## config.mk

```make
export PLATFORM = sky130hd
export DESIGN_NAME = ffha_apb
export DESIGN_NICKNAME = d
export VERILOG_FILES = /design/src/design/ffha_pkg.sv /design/src/design/ffha_apb.sv
export SDC_FILE = /design/constraint.sdc
export NUM_CORES = 1
export LEC_CHECK = 0
export ABC_AREA = 1
export BUFFER_PORTS_ARGS = -buffer_cell sky130_fd_sc_hd__buf_2
export CORE_MARGIN = 4
export CORE_UTILIZATION = 40
export CTS_CLUSTER_DIAMETER = 50
export CTS_CLUSTER_SIZE = 10
export DETAILED_ROUTE_END_ITERATION = 16
export PLACE_DENSITY = 0.72
export SYNTH_ARGS = -nofsm -noshare
export SYNTH_HDL_FRONTEND = slang
export SYNTH_SLANG_ARGS = --single-unit
```

## constraint.sdc

```tcl
create_clock -name i_clk -period 2.1 [get_ports i_clk]
set_clock_uncertainty 0.05 [all_clocks]
set_input_delay 0.315 -clock i_clk [delete_from_list [all_inputs] [get_ports i_clk]]
set_output_delay 0.315 -clock i_clk [all_outputs]
set_load 0.005 [all_outputs]
```

## src/design/ffha_pkg.sv

```systemverilog
// Shared types and codes for the first-fit heap allocator.
// No dependencies; imported by the top and the APB register block.
package ffha_pkg;

    // Walk and update sequencer states
    typedef enum logic [2:0] {
        S_IDLE,
        S_ALOC,
        S_SPLT,
        S_FIND,
        S_NEXT,
        S_OUT
    } t_state;

    // Result status codes
    localparam logic [1:0] STAT_OK   = 2'd0;
    localparam logic [1:0] STAT_OOM  = 2'd1;
    localparam logic [1:0] STAT_BAD  = 2'd2;
    localparam logic [1:0] STAT_NULL = 2'd3;

    // Request kinds
    localparam logic CMD_ALLOC = 1'b0;
    localparam logic CMD_FREE  = 1'b1;

    // Register indexes (paddr[2])
    localparam logic REG_HEAP_BASE  = 1'b0;
    localparam logic REG_HEAP_BYTES = 1'b1;

    localparam int HEAP_BYTES_W = 17;

    // Configuration handed from the register block to the sequencer
    typedef struct packed {
        logic [31:0]             heap_base;
        logic [HEAP_BYTES_W-1:0] heap_bytes;
        logic                    rebuild;   // one-cycle pulse: write first header
    } t_cfg;

endpackage

```

## src/design/ffha_apb.sv

```systemverilog
// APB register block: heap_base and heap_bytes, rebuild pulse on any write.
// Depends on ffha_pkg.
module ffha_apb
    import ffha_pkg::*;
(
    input  logic        i_clk,
    input  logic        i_rst_n,
    input  logic        psel,
    input  logic        penable,
    input  logic        pwrite,
    input  logic [2:0]  paddr,
    input  logic [31:0] pwdata,
    output logic [31:0] prdata,
    output logic        pready,
    output t_cfg        o_cfg
);

    logic [31:0]             r_heap_base;
    logic [HEAP_BYTES_W-1:0] r_heap_bytes;
    logic                    r_rebuild;
    logic                    wr_hit;

    assign wr_hit = psel && penable && pwrite;
    assign pready = 1'b1;

    // registers; rebuild fires after reset and after every write
    always_ff @(posedge i_clk) begin
        if (!i_rst_n) begin
            r_heap_base  <= '0;
            r_heap_bytes <= HEAP_BYTES_W'(65536);
            r_rebuild    <= 1'b1;
        end else begin
            r_rebuild <= wr_hit;
            if (wr_hit) begin
                unique case (paddr[2])
                    REG_HEAP_BASE:  r_heap_base  <= pwdata;
                    REG_HEAP_BYTES: r_heap_bytes <= pwdata[HEAP_BYTES_W-1:0];
                    default:        ;
                endcase
            end
        end
    end

    // read mux
    always_comb begin
        unique case (paddr[2])
            REG_HEAP_BASE:  prdata = r_heap_base;
            REG_HEAP_BYTES: prdata = {{(32-HEAP_BYTES_W){1'b0}}, r_heap_bytes};
            default:        prdata = '0;
        endcase
    end

    assign o_cfg = '{heap_base: r_heap_base, heap_bytes: r_heap_bytes, rebuild: r_rebuild};

endmodule
```

* After elaboration in Yosys (flattened, before gate mapping) *
Cells that the tools add are included.

operators by class
  mux-type cells = 1
  bitwise gates (word level) = 1
  reductions and logical operators = 4

operators with widths
  operator                             count
  one-hot mux 32 bit (2 select lines)  1
  AND reduction 2 bit                  2
  logical AND 1 bit                    2
  NOT 1 bit                            1

word-level totals
  bits in registers = 50
  input port bits = 40
  output and inout bits = 83
  logic and storage cells = 9

* Logic depth before layout (Yosys ltp) *
Gate-level depths: netlist of run 1.

  word-level depth = 3
  depth in mapped cells = 7
  gate-level depth less buffers = 5

* Worst setup path before layout of run 1 *
No wires, ideal clock.

  path type = input-to-output
  from = in paddr[2]
  to = out prdata[10]
  data arrival time = 810 ps
  required time = 1735 ps
  setup slack = 925 ps
  stages on the path = 4
  buffers on the path = 1
  path through = inv_2 > clkbuf_1 > nand2_1 > nand2_1

on the way
  longest elaborated chain between the ends = 2

ends and longest elaborated chain
  element                                  RTL line        text
  from (decl)                              ffha_apb.sv:11  input logic [2:0] paddr,
  NOT 1 bit (no source line)               -
  one-hot mux 32 bit (2 select lines) (*)  ffha_apb.sv:46  unique case (paddr[2])
  to (decl)                                ffha_apb.sv:13  output logic [31:0] prdata,

Every way passes the cells marked *; elsewhere a longest branch is shown, timed or not.

* Worst setup path in the final report of run 1 *
  from = in paddr[2]
  to = out prdata[1]

Same word-level chain as after synthesis.

==> flow_summary.toml, run 1 <==
[placement]
io_buffer_count = 119
hpwl_um = 4340
place_congestion = 0.747
place_area_um2 = 3040
dpl.cell_count = 567

[floorplan]
start_util = 0.425
row_count = 27
dieArea_um2 = 7300
dieHeight_um = 85.4
core_um2 = 5640
die_w_um = 85.4
io_pins = 123

[final_layout]
layout.nets = 542
diodes = 0
layout-drive-gt1-share = 0.280
final_common_cell = "buf_2"
finalNonFillerCells = 575
final_core_util = 0.565
final_area_um2 = 3190
area_growth_pct = 32.9
final_cell_mix = "buf_2 (119), nor2_1 (111), nand2_1 (102)"

[worst_setup_path]
crit_start = "paddr[2]"
path_class = "in2out"
r2r_slack_ns = 1.44
critPathRequiredTime_ns = 1.74
reg2regPathDepth = 2
slowest_delay_ns = 0.44
worstPathArrival_ns = 1.17
crit_path_start_kind = "input port"
crit_path_end_kind = "output port"
cp_max_fo = 49
crit_chain = "buf_2 -> buf_4 -> nand2_1 -> nand2_1 -> buf_2"
reg2reg_from = "r_heap_bytes[0]"
crit_slowest_cell = "buf_4"

[run]
cap_violations = 0

[sta]
slew_viol_final = 0
grt_setup_unrepaired = "no"
finalSetupViolCount = 0
min_period_over_period = 0.730
hold_viol = 0
slew-limit-headroom = 0.657
final.setup.tns_ns = 0
worst_pin_slew_ns = 0.514
fmax_ghz = 0.652
fin_crit_ns = 1.53

[yosys]
yosysTopAreaCell = "dfxtp_1"
synth_area_leaders = "dfxtp_1 (42%), nor2_1 (18%), nand2_1 (16%), nand3_1 (10%), inv_1 (7.5%)"
syn_nets = 434
syn-instance-count = 394
netlist.area_leader.share = 0.418
synth.ff_latch_count = 50
syn-cell-area_um2 = 2400
ys_seq_area_frac = 0.418
synth_warnings = 0
synth.distinct_cells = 15
syn_area_per_cell_um2 = 6.08

[clock_network]
clk_latency_ns = 0.30
cts_buffer_depth = 2
ctsHoldBuffers = 0
clk_pin_slew_ns = 0.09
cts_setup_buffers = 0
clockRootBuffer = "clkbuf_8"
numCtsBuffers = 5
ctsResizeCount = 0
clock-sinks = 50
htreeDepth = 2
cts_tree = "done"

[grt]
grt_pass1_wl_um = 10500
grt_pass1_vias = 2342
grt_start_max_net_pins = 51
overflow = 0
antenna_found_initial = 0
track_usage = 0.173

[route]
wl_um = 6200
vias_per_cell = 4.45
drtPass1Iterations = 5
route.detailed.drc = 0
via_count = 2557
drtIter0Drc = 97
avgRoutedWirePerCell_um = 10.8
final_antenna_net_count = 0

[outcome]
status = "finished, final reports clean"

[pwr]
peakVddDrop_v = 0.000352
cellLeakagePower_nw = 1.82
power_density_nw_per_um2 = 660
p_total_mw = 2.10

[hold_path]
holdPathStages = 3
worstHoldStart = "pwdata[16]"
hold_path_class = "in2reg"
## flip-flops by register name, indices dropped and copies added (netlist names)
name	cells
r_heap_bytes	17
r_rebuild	1
r_heap_base	32
## routing by layer
layer  up-vias  routed length [um]  GRT usage
met4         0                  87     0.0576
li1       1376                   -          -
met1      1105                2630      0.209
met5         -                   0          0
met3         7                 425     0.0301
met2        69                3060      0.307
## Yosys cell counts
| library cell | number |
|---|---|
| nor2_1 | 112 |
| nand2_1 | 102 |
| dfxtp_1 | 50 |
| nand3_1 | 49 |
| inv_1 | 48 |
| clkbuf_1 | 12 |
| buf_2 | 9 |
| buf_4 | 4 |
| buf_1 | 2 |
| conb_1 | 1 |
| inv_2 | 1 |
| nand3_2 | 1 |
| nor2_2 | 1 |
| nor2_4 | 1 |
| o21ai_0 | 1 |
## final timing paths
kind                      end
max                 prdata[1]
min          r_heap_bytes[16]
max reg2reg   r_heap_bytes[0]
min reg2reg   r_heap_bytes[6]
## critical path: cells and delay by family
family,cells,cell delay (ns)
buffers and inverters,3,0.64
AND/OR/NAND/NOR,2,0.19
## report_power, final
part	total (mW)	switching [mW]	leakage (nW)	internal, mW
sequential	1.00	0.0232	0.407	0.982
combinational	0.275	0.157	1.35	0.118
clock	0.824	0.316	0.0714	0.508
total	2.10	0.496	1.82	1.61
## through the flow
step / setup slack (ns) / hold WS (ns)
final: 0.567 / 0.196
after global routing: 0.440 / 0.206
after CTS: 0.558 / 0.188
after detailed placement: 0.564 / 0.439
after global placement: 0.560 / 0.435
after floorplan: 0.925 / 0.391
## area by class of cell
cell class / instances / area, um2
Clock buffer: 6 / 82.6
Clock inverter: 2 / 60.1
Fill cell: 594 / 2460
Inverter: 49 / 184
Multi-Input combinational cell: 268 / 1090
Sequential cell: 50 / 1000
Tap cell: 72 / 90.1
Timing Repair Buffer: 128 / 676
## kinds of logic (layout without fill, tap and decap cells)
group | Yosys count | in the layout | share of synthesized area
and+or+nand+nor | 266 | 266 | 0.449
DFF | 50 | 50 | 0.418
buffers and inverters | 76 | 185 | 0.130
AOI/OAI and AO/OA | 1 | 1 | 0.00209
other | 1 | 1 | 0.00156
Note: power is estimated with default switching activity, not from simulation.
==> run 2: changes to the inputs <==
Clock period 2.1 ns to 1.53 ns, I/O delays scaled along.
==> flow_summary.toml, run 2 (synthesis gave the netlist of run 1 again) <==
[clock_network]
cts_setup_buffers = 0
clockRootBuffer = "clkbuf_8"
cts_tree = "done"
clk_latency_ns = 0.30
clk_pin_slew_ns = 0.09
numCtsBuffers = 5
cts_buffer_depth = 2
htreeDepth = 2
clock-sinks = 50
ctsResizeCount = 0
ctsHoldBuffers = 0

[outcome]
status = "finished, final reports clean"

[final_layout]
regMostFlops = "r_heap_base"
layout.nets = 544
diodes = 0
largest_reg_flops = 32
final_core_util = 0.568
layout-drive-gt1-share = 0.283
final_common_cell = "buf_2"
final_cell_mix = "buf_2 (119), nor2_1 (111), nand2_1 (102)"
nFillCells = 572
final_area_um2 = 3200
area_growth_pct = 33.7
reg.largest.list = "r_heap_base: 32 flops, r_heap_bytes: 17 flops, r_rebuild: 1 flops"

[placement]
place_area_um2 = 3100
io_buffer_count = 119
hpwl_um = 4600
place_congestion = 0.749
pre_cts_ws_ns = 0.219

[pwr]
p_switching_mw = 0.680
power_frac_seq = 0.514
peakVddDrop_v = 0.000335
cellLeakagePower_nw = 1.83
p_int_mw = 2.00
clkPwrFrac = 0.339
power_density_nw_per_um2 = 837
sw_frac_of_total = 0.253
power.share.combinational = 0.147

[floorplan]
die_w_um = 85.4
row_count = 27
dieHeight_um = 85.4
start_util = 0.425
io_pins = 123
core_um2 = 5640
dieArea_um2 = 7300

[grt]
grtUsageMet3 = 0.0340
antenna_found_initial = 0
grt_pass1_vias = 2509
grt_start_max_net_pins = 51
track_usage = 0.180
use_met2 = 0.328
grt_pass1_wl_um = 11000
grtUsageMet1 = 0.212
grt.busiest_layer = "met2"
overflow = 0

[hold_path]
hold_end = "r_heap_bytes[16]"
holdPathStages = 3
hold_path_class = "in2reg"
worstHoldStart = "pwdata[16]"

[worst_setup_path]
slowest_delay_ns = 0.23
path_class = "in2out"
critPathTopFamily = "buffers and inverters"
worstPathArrival_ns = 1.02
cp_max_fo = 12
r2r-end = "r_heap_bytes[9]"
crit_chain = "buf_2 -> inv_2 -> buf_4 -> nand2_1 -> nand2_1 -> buf_2"
crit_slowest_cell = "buf_4"
crit_buf_inv = 4
r2r_slack_ns = 0.85
critPathRequiredTime_ns = 1.25
crit_path_end_kind = "output port"
reg2reg_from = "r_heap_bytes[9]"
crit_path_start_kind = "input port"
reg2regPathDepth = 2

[sta]
final.setup.tns_ns = 0
layout_setup_ws_ns = 0.230
min_period_over_period = 0.850
fmax_ghz = 0.769
fin_crit_ns = 1.30
slew_viol_final = 0
grt_setup_unrepaired = "no"
finalSetupViolCount = 0
hold_viol = 0

[route]
drtIter0Drc = 112
avgRoutedWirePerCell_um = 11.1
drtPass1Iterations = 4
wl_um = 6380
route.detailed.drc = 0
final_antenna_net_count = 0
via_count = 2575
vias_per_cell = 4.46

[run]
cap_violations = 0
## run 2: cell count changes in the layout (fill, tap and decap cells not counted)
cell,delta
bufinv_16,-1
buf_12,+3
clkbuf_8,-1
clkinv_2,+2
buf_4,-1
## run 2: how the worst max path moves through the flow
stage | startpoint | to | slack, ns | cells after the start
2_1_floorplan | psel | r_heap_base[17] | 0.48 | 7
3_3_place_gp | paddr[2] | prdata[2] | 0.23 | 6
3_5_place_dp | paddr[2] | prdata[3] | 0.22 | 6
4_1_cts | paddr[2] | prdata[4] | 0.22 | 6
5_1_grt | paddr[2] | prdata[3] | 0.15 | 6
6_report | paddr[2] | prdata[4] | 0.23 | 6
## run 2: routing by layer
layer	share of wire	vias up	wire length, um
li1	-	1380	-
met1	0.43	1121	2740
met2	0.50	66	3200
met3	0.054	8	346
met4	0.016	0	99
met5	0	-	0
## run 2: power by group through the flow
stage          Clock (mW)  Combinational, mW  Sequential (mW)
6_report            0.910              0.393             1.38
5_1_grt             0.983              0.454             1.39
4_1_cts             0.946              0.398             1.38
3_5_place_dp            0              0.397             1.41
3_3_place_gp            0              0.391             1.41
2_1_floorplan           0              0.216             1.41
## run 2: layout make-up
cell class / instances / area [um2] / share of cell area
Clock buffer: 5 / 68.8 / 0.0215
Clock inverter: 3 / 40.0 / 0.0125
Inverter: 49 / 184 / 0.0574
Multi-Input combinational cell: 268 / 1090 / 0.341
Sequential cell: 50 / 1000 / 0.312
Tap cell: 72 / 90.1 / 0.0281
Timing Repair Buffer: 130 / 728 / 0.227
## run 2: worst reg2reg max path: stages, from the launching register on
cell and delay (ns):
dfxtp_1 0.37, nor2_1 0.06, nor2_1 0.13
## run 2: per-stage QoR
step / instances / hold slack, ns / total power, mW
2_1_floorplan: 394 / 0.306 / 1.63
3_3_place_gp: 569 / 0.409 / 1.80
3_5_place_dp: 569 / 0.426 / 1.81
4_1_cts: 577 / 0.107 / 2.72
5_1_grt: 577 / 0.112 / 2.82
6_report: 577 / 0.113 / 2.68
==> run 3: changes to the inputs <==
Settings changed: ABC_AREA 1 to 0, PLACE_DENSITY 0.72 to 0.73.
Clock period 1.53 ns to 1.2 ns, I/O delays scaled along.
==> flow_summary.toml, run 3 <==
[yosys]
synth_area_leaders = "dfxtp_1 (44%), mux2i_1 (22%), nand2_1 (13%), mux2_2 (8.4%), nor2b_1 (4.7%)"
synth_mux_area_frac = 0.301
yosysTopAreaCell = "dfxtp_1"
syn_nets = 279
synthFlopType = "dfxtp_1"
synth.distinct_cells = 14
netlist.area_leader.share = 0.442
synthSimpleGateAreaFrac = 0.191
synth_common_cells = "nand2_1 (81), dfxtp_1 (50), mux2i_1 (49), mux2_2 (17), nor2b_1 (17)"
syn_area_per_cell_um2 = 9.48
synth_most_common_cell = "nand2_1"
synth_edf_count = 0
synth.ff_latch_count = 50
ys_seq_area_frac = 0.442
synthAdderAreaFrac = 0
synthArstFlopShare = 0
synth_compound_area_frac = 0
syn-cell-area_um2 = 2270
synth-xor-area-share = 0
syn-instance-count = 239
synth_warnings = 0
synth_top_family_by_area = "multiplexers"

[clock_network]
clk_pin_slew_ns = 0.08
clk_latency_ns = 0.29
clockRootBuffer = "clkbuf_8"
ctsHoldBuffers = 0
cts_buffer_depth = 2
htreeDepth = 2
clock-sinks = 50
cts_tree = "done"
numCtsBuffers = 5

[sta]
layout_setup_ws_ns = -0.0402
fmax_ghz = 0.806
hold_viol = 0
final.setup.tns_ns = -0.437
grt_setup_unrepaired = "yes"
fin_crit_ns = 1.24
holdWs_ns = 0.0723
min_period_over_period = 1.03
finalSetupViolCount = 17
slew_viol_final = 0

[grt]
grt_pass1_wl_um = 9310
grt_pass1_vias = 2070
overflow = 0
grt_start_max_net_pins = 53
antenna_found_initial = 0
track_usage = 0.159

[placement]
place_congestion = 0.738
pre_cts_ws_ns = -0.0414
hpwl_um = 3820
io_buffer_count = 119

[final_layout]
layout.nets = 423
reg.largest.list = "r_heap_base: 32 flops, r_heap_bytes: 17 flops, r_rebuild: 1 flops"
diodes = 0
regMostFlops = "r_heap_base"
area_growth_pct = 49.3
largest_reg_flops = 32
nFillCells = 471
final_common_cell = "buf_2"
layout-drive-gt1-share = 0.573
final_cell_mix = "buf_2 (111), nand2_1 (81), mux2i_1 (49)"

[worst_setup_path]
crit_path_start_kind = "flop"
reg2reg_from = "r_heap_base[0]"
cp_max_fo = 2
crit_slowest_cell = "dfxtp_2"
critPathRequiredTime_ns = 0.97
crit_path_end_kind = "output port"
worstPathArrival_ns = 1.01
crit_chain = "mux2_4 -> buf_6"
path_class = "reg2out"
r2r_slack_ns = 0.38
slowest_delay_ns = 0.33
crit_buf_inv = 1
r2r-end = "r_heap_base[0]"
endpoint = "prdata[15]"
worstSetupPathDepth = 2
critPathTopFamily = "flip-flops"
reg2regPathDepth = 4
crit_start = "r_heap_base[15]"

[route]
vias_per_cell = 4.65
via_count = 2113
avgRoutedWirePerCell_um = 12.9
drtPass1Iterations = 5
wl_um = 5870
final_antenna_net_count = 0
drtIter0Drc = 53
route.detailed.drc = 0

[floorplan]
io_pins = 123
start_util = 0.411
row_count = 27
dieHeight_um = 83.3
core_um2 = 5510
die_w_um = 83.3
dieArea_um2 = 6930

[outcome]
violations = "negative setup slack"
status = "complete, but fails checks"

[pwr]
cellLeakagePower_nw = 1.80
peakVddDrop_v = 0.000439
power_density_nw_per_um2 = 909

[run]
cap_violations = 0

[hold_path]
hold_path_class = "in2reg"
run 3: changes by cell type after synthesis, sizes merged, moves of 21 or more:
cell / previous run / this run
mux2i: 0 / 49
nor2: 114 / 0
inv: 49 / 0
nand2: 102 / 81
nand3: 50 / 1
run 3: per-layer routing:
layer  routed length, um  track usage  vias to the layer above  share of wire
li1                    -            -                     1060              -
met1                2360        0.176                      968           0.40
met2                2990        0.296                       79           0.51
met3                 473       0.0496                        6          0.081
met4                  42       0.0342                        0         0.0072
met5                   0            0                        -              0
run 3: kinds of logic (layout without fill, tap and decap cells):
logic type / count (synthesis) / in the layout
flip-flops: 50 / 50
AND/OR/NAND/NOR: 101 / 101
other: 1 / 1
buffers and inverters: 21 / 164
multiplexers: 66 / 66
run 3: report_power, final:
part | switching (mW) | internal (mW)
clock | 0.500 | 0.445
sequential | 0.0224 | 1.70
combinational | 0.186 | 0.222
total | 0.708 | 2.37
run 3: stage by stage:
step	instance area [um2]	total power, mW	utilization	std cells
global placement	2940	2.11	0.534	417
global route	3380	3.22	0.614	454
CTS	3270	3.10	0.594	450
finish	3380	3.08	0.614	454
floorplan	2270	1.96	-	239
detailed placement	2940	2.12	0.534	417
run 3: repair_timing:
item                                    4_1_cts  5_1_grt
resized for setup                            32       21
pin swaps                                     0        0
buffers inserted                             27        4
endpoints found under the setup margin       17       21
run 3: worst min-delay path by stage:
stage / startpoint / end / slack, ns / cells past startpoint
CTS: pwdata[28] / r_heap_base[28] / 0.06 / 3
global placement: penable / r_rebuild / 0.38 / 3
global route: pwdata[23] / r_heap_base[23] / 0.07 / 3
finish: pwdata[28] / r_heap_base[28] / 0.07 / 3
floorplan: penable / r_rebuild / 0.26 / 2
detailed placement: penable / r_rebuild / 0.38 / 3
run 3: layout make-up:
class	instances	area [um2]	area share
clock buffers	6	82.6	0.0244
well taps	72	90.1	0.0266
repair buffers	158	1020	0.303
multi-input cells	168	1140	0.336
flip-flops and latches	50	1050	0.310
run 3: worst min-delay path, stage by stage:
cell and delay [ns]:
buf_2 0.09, nand2_1 0.04, mux2i_1 0.05
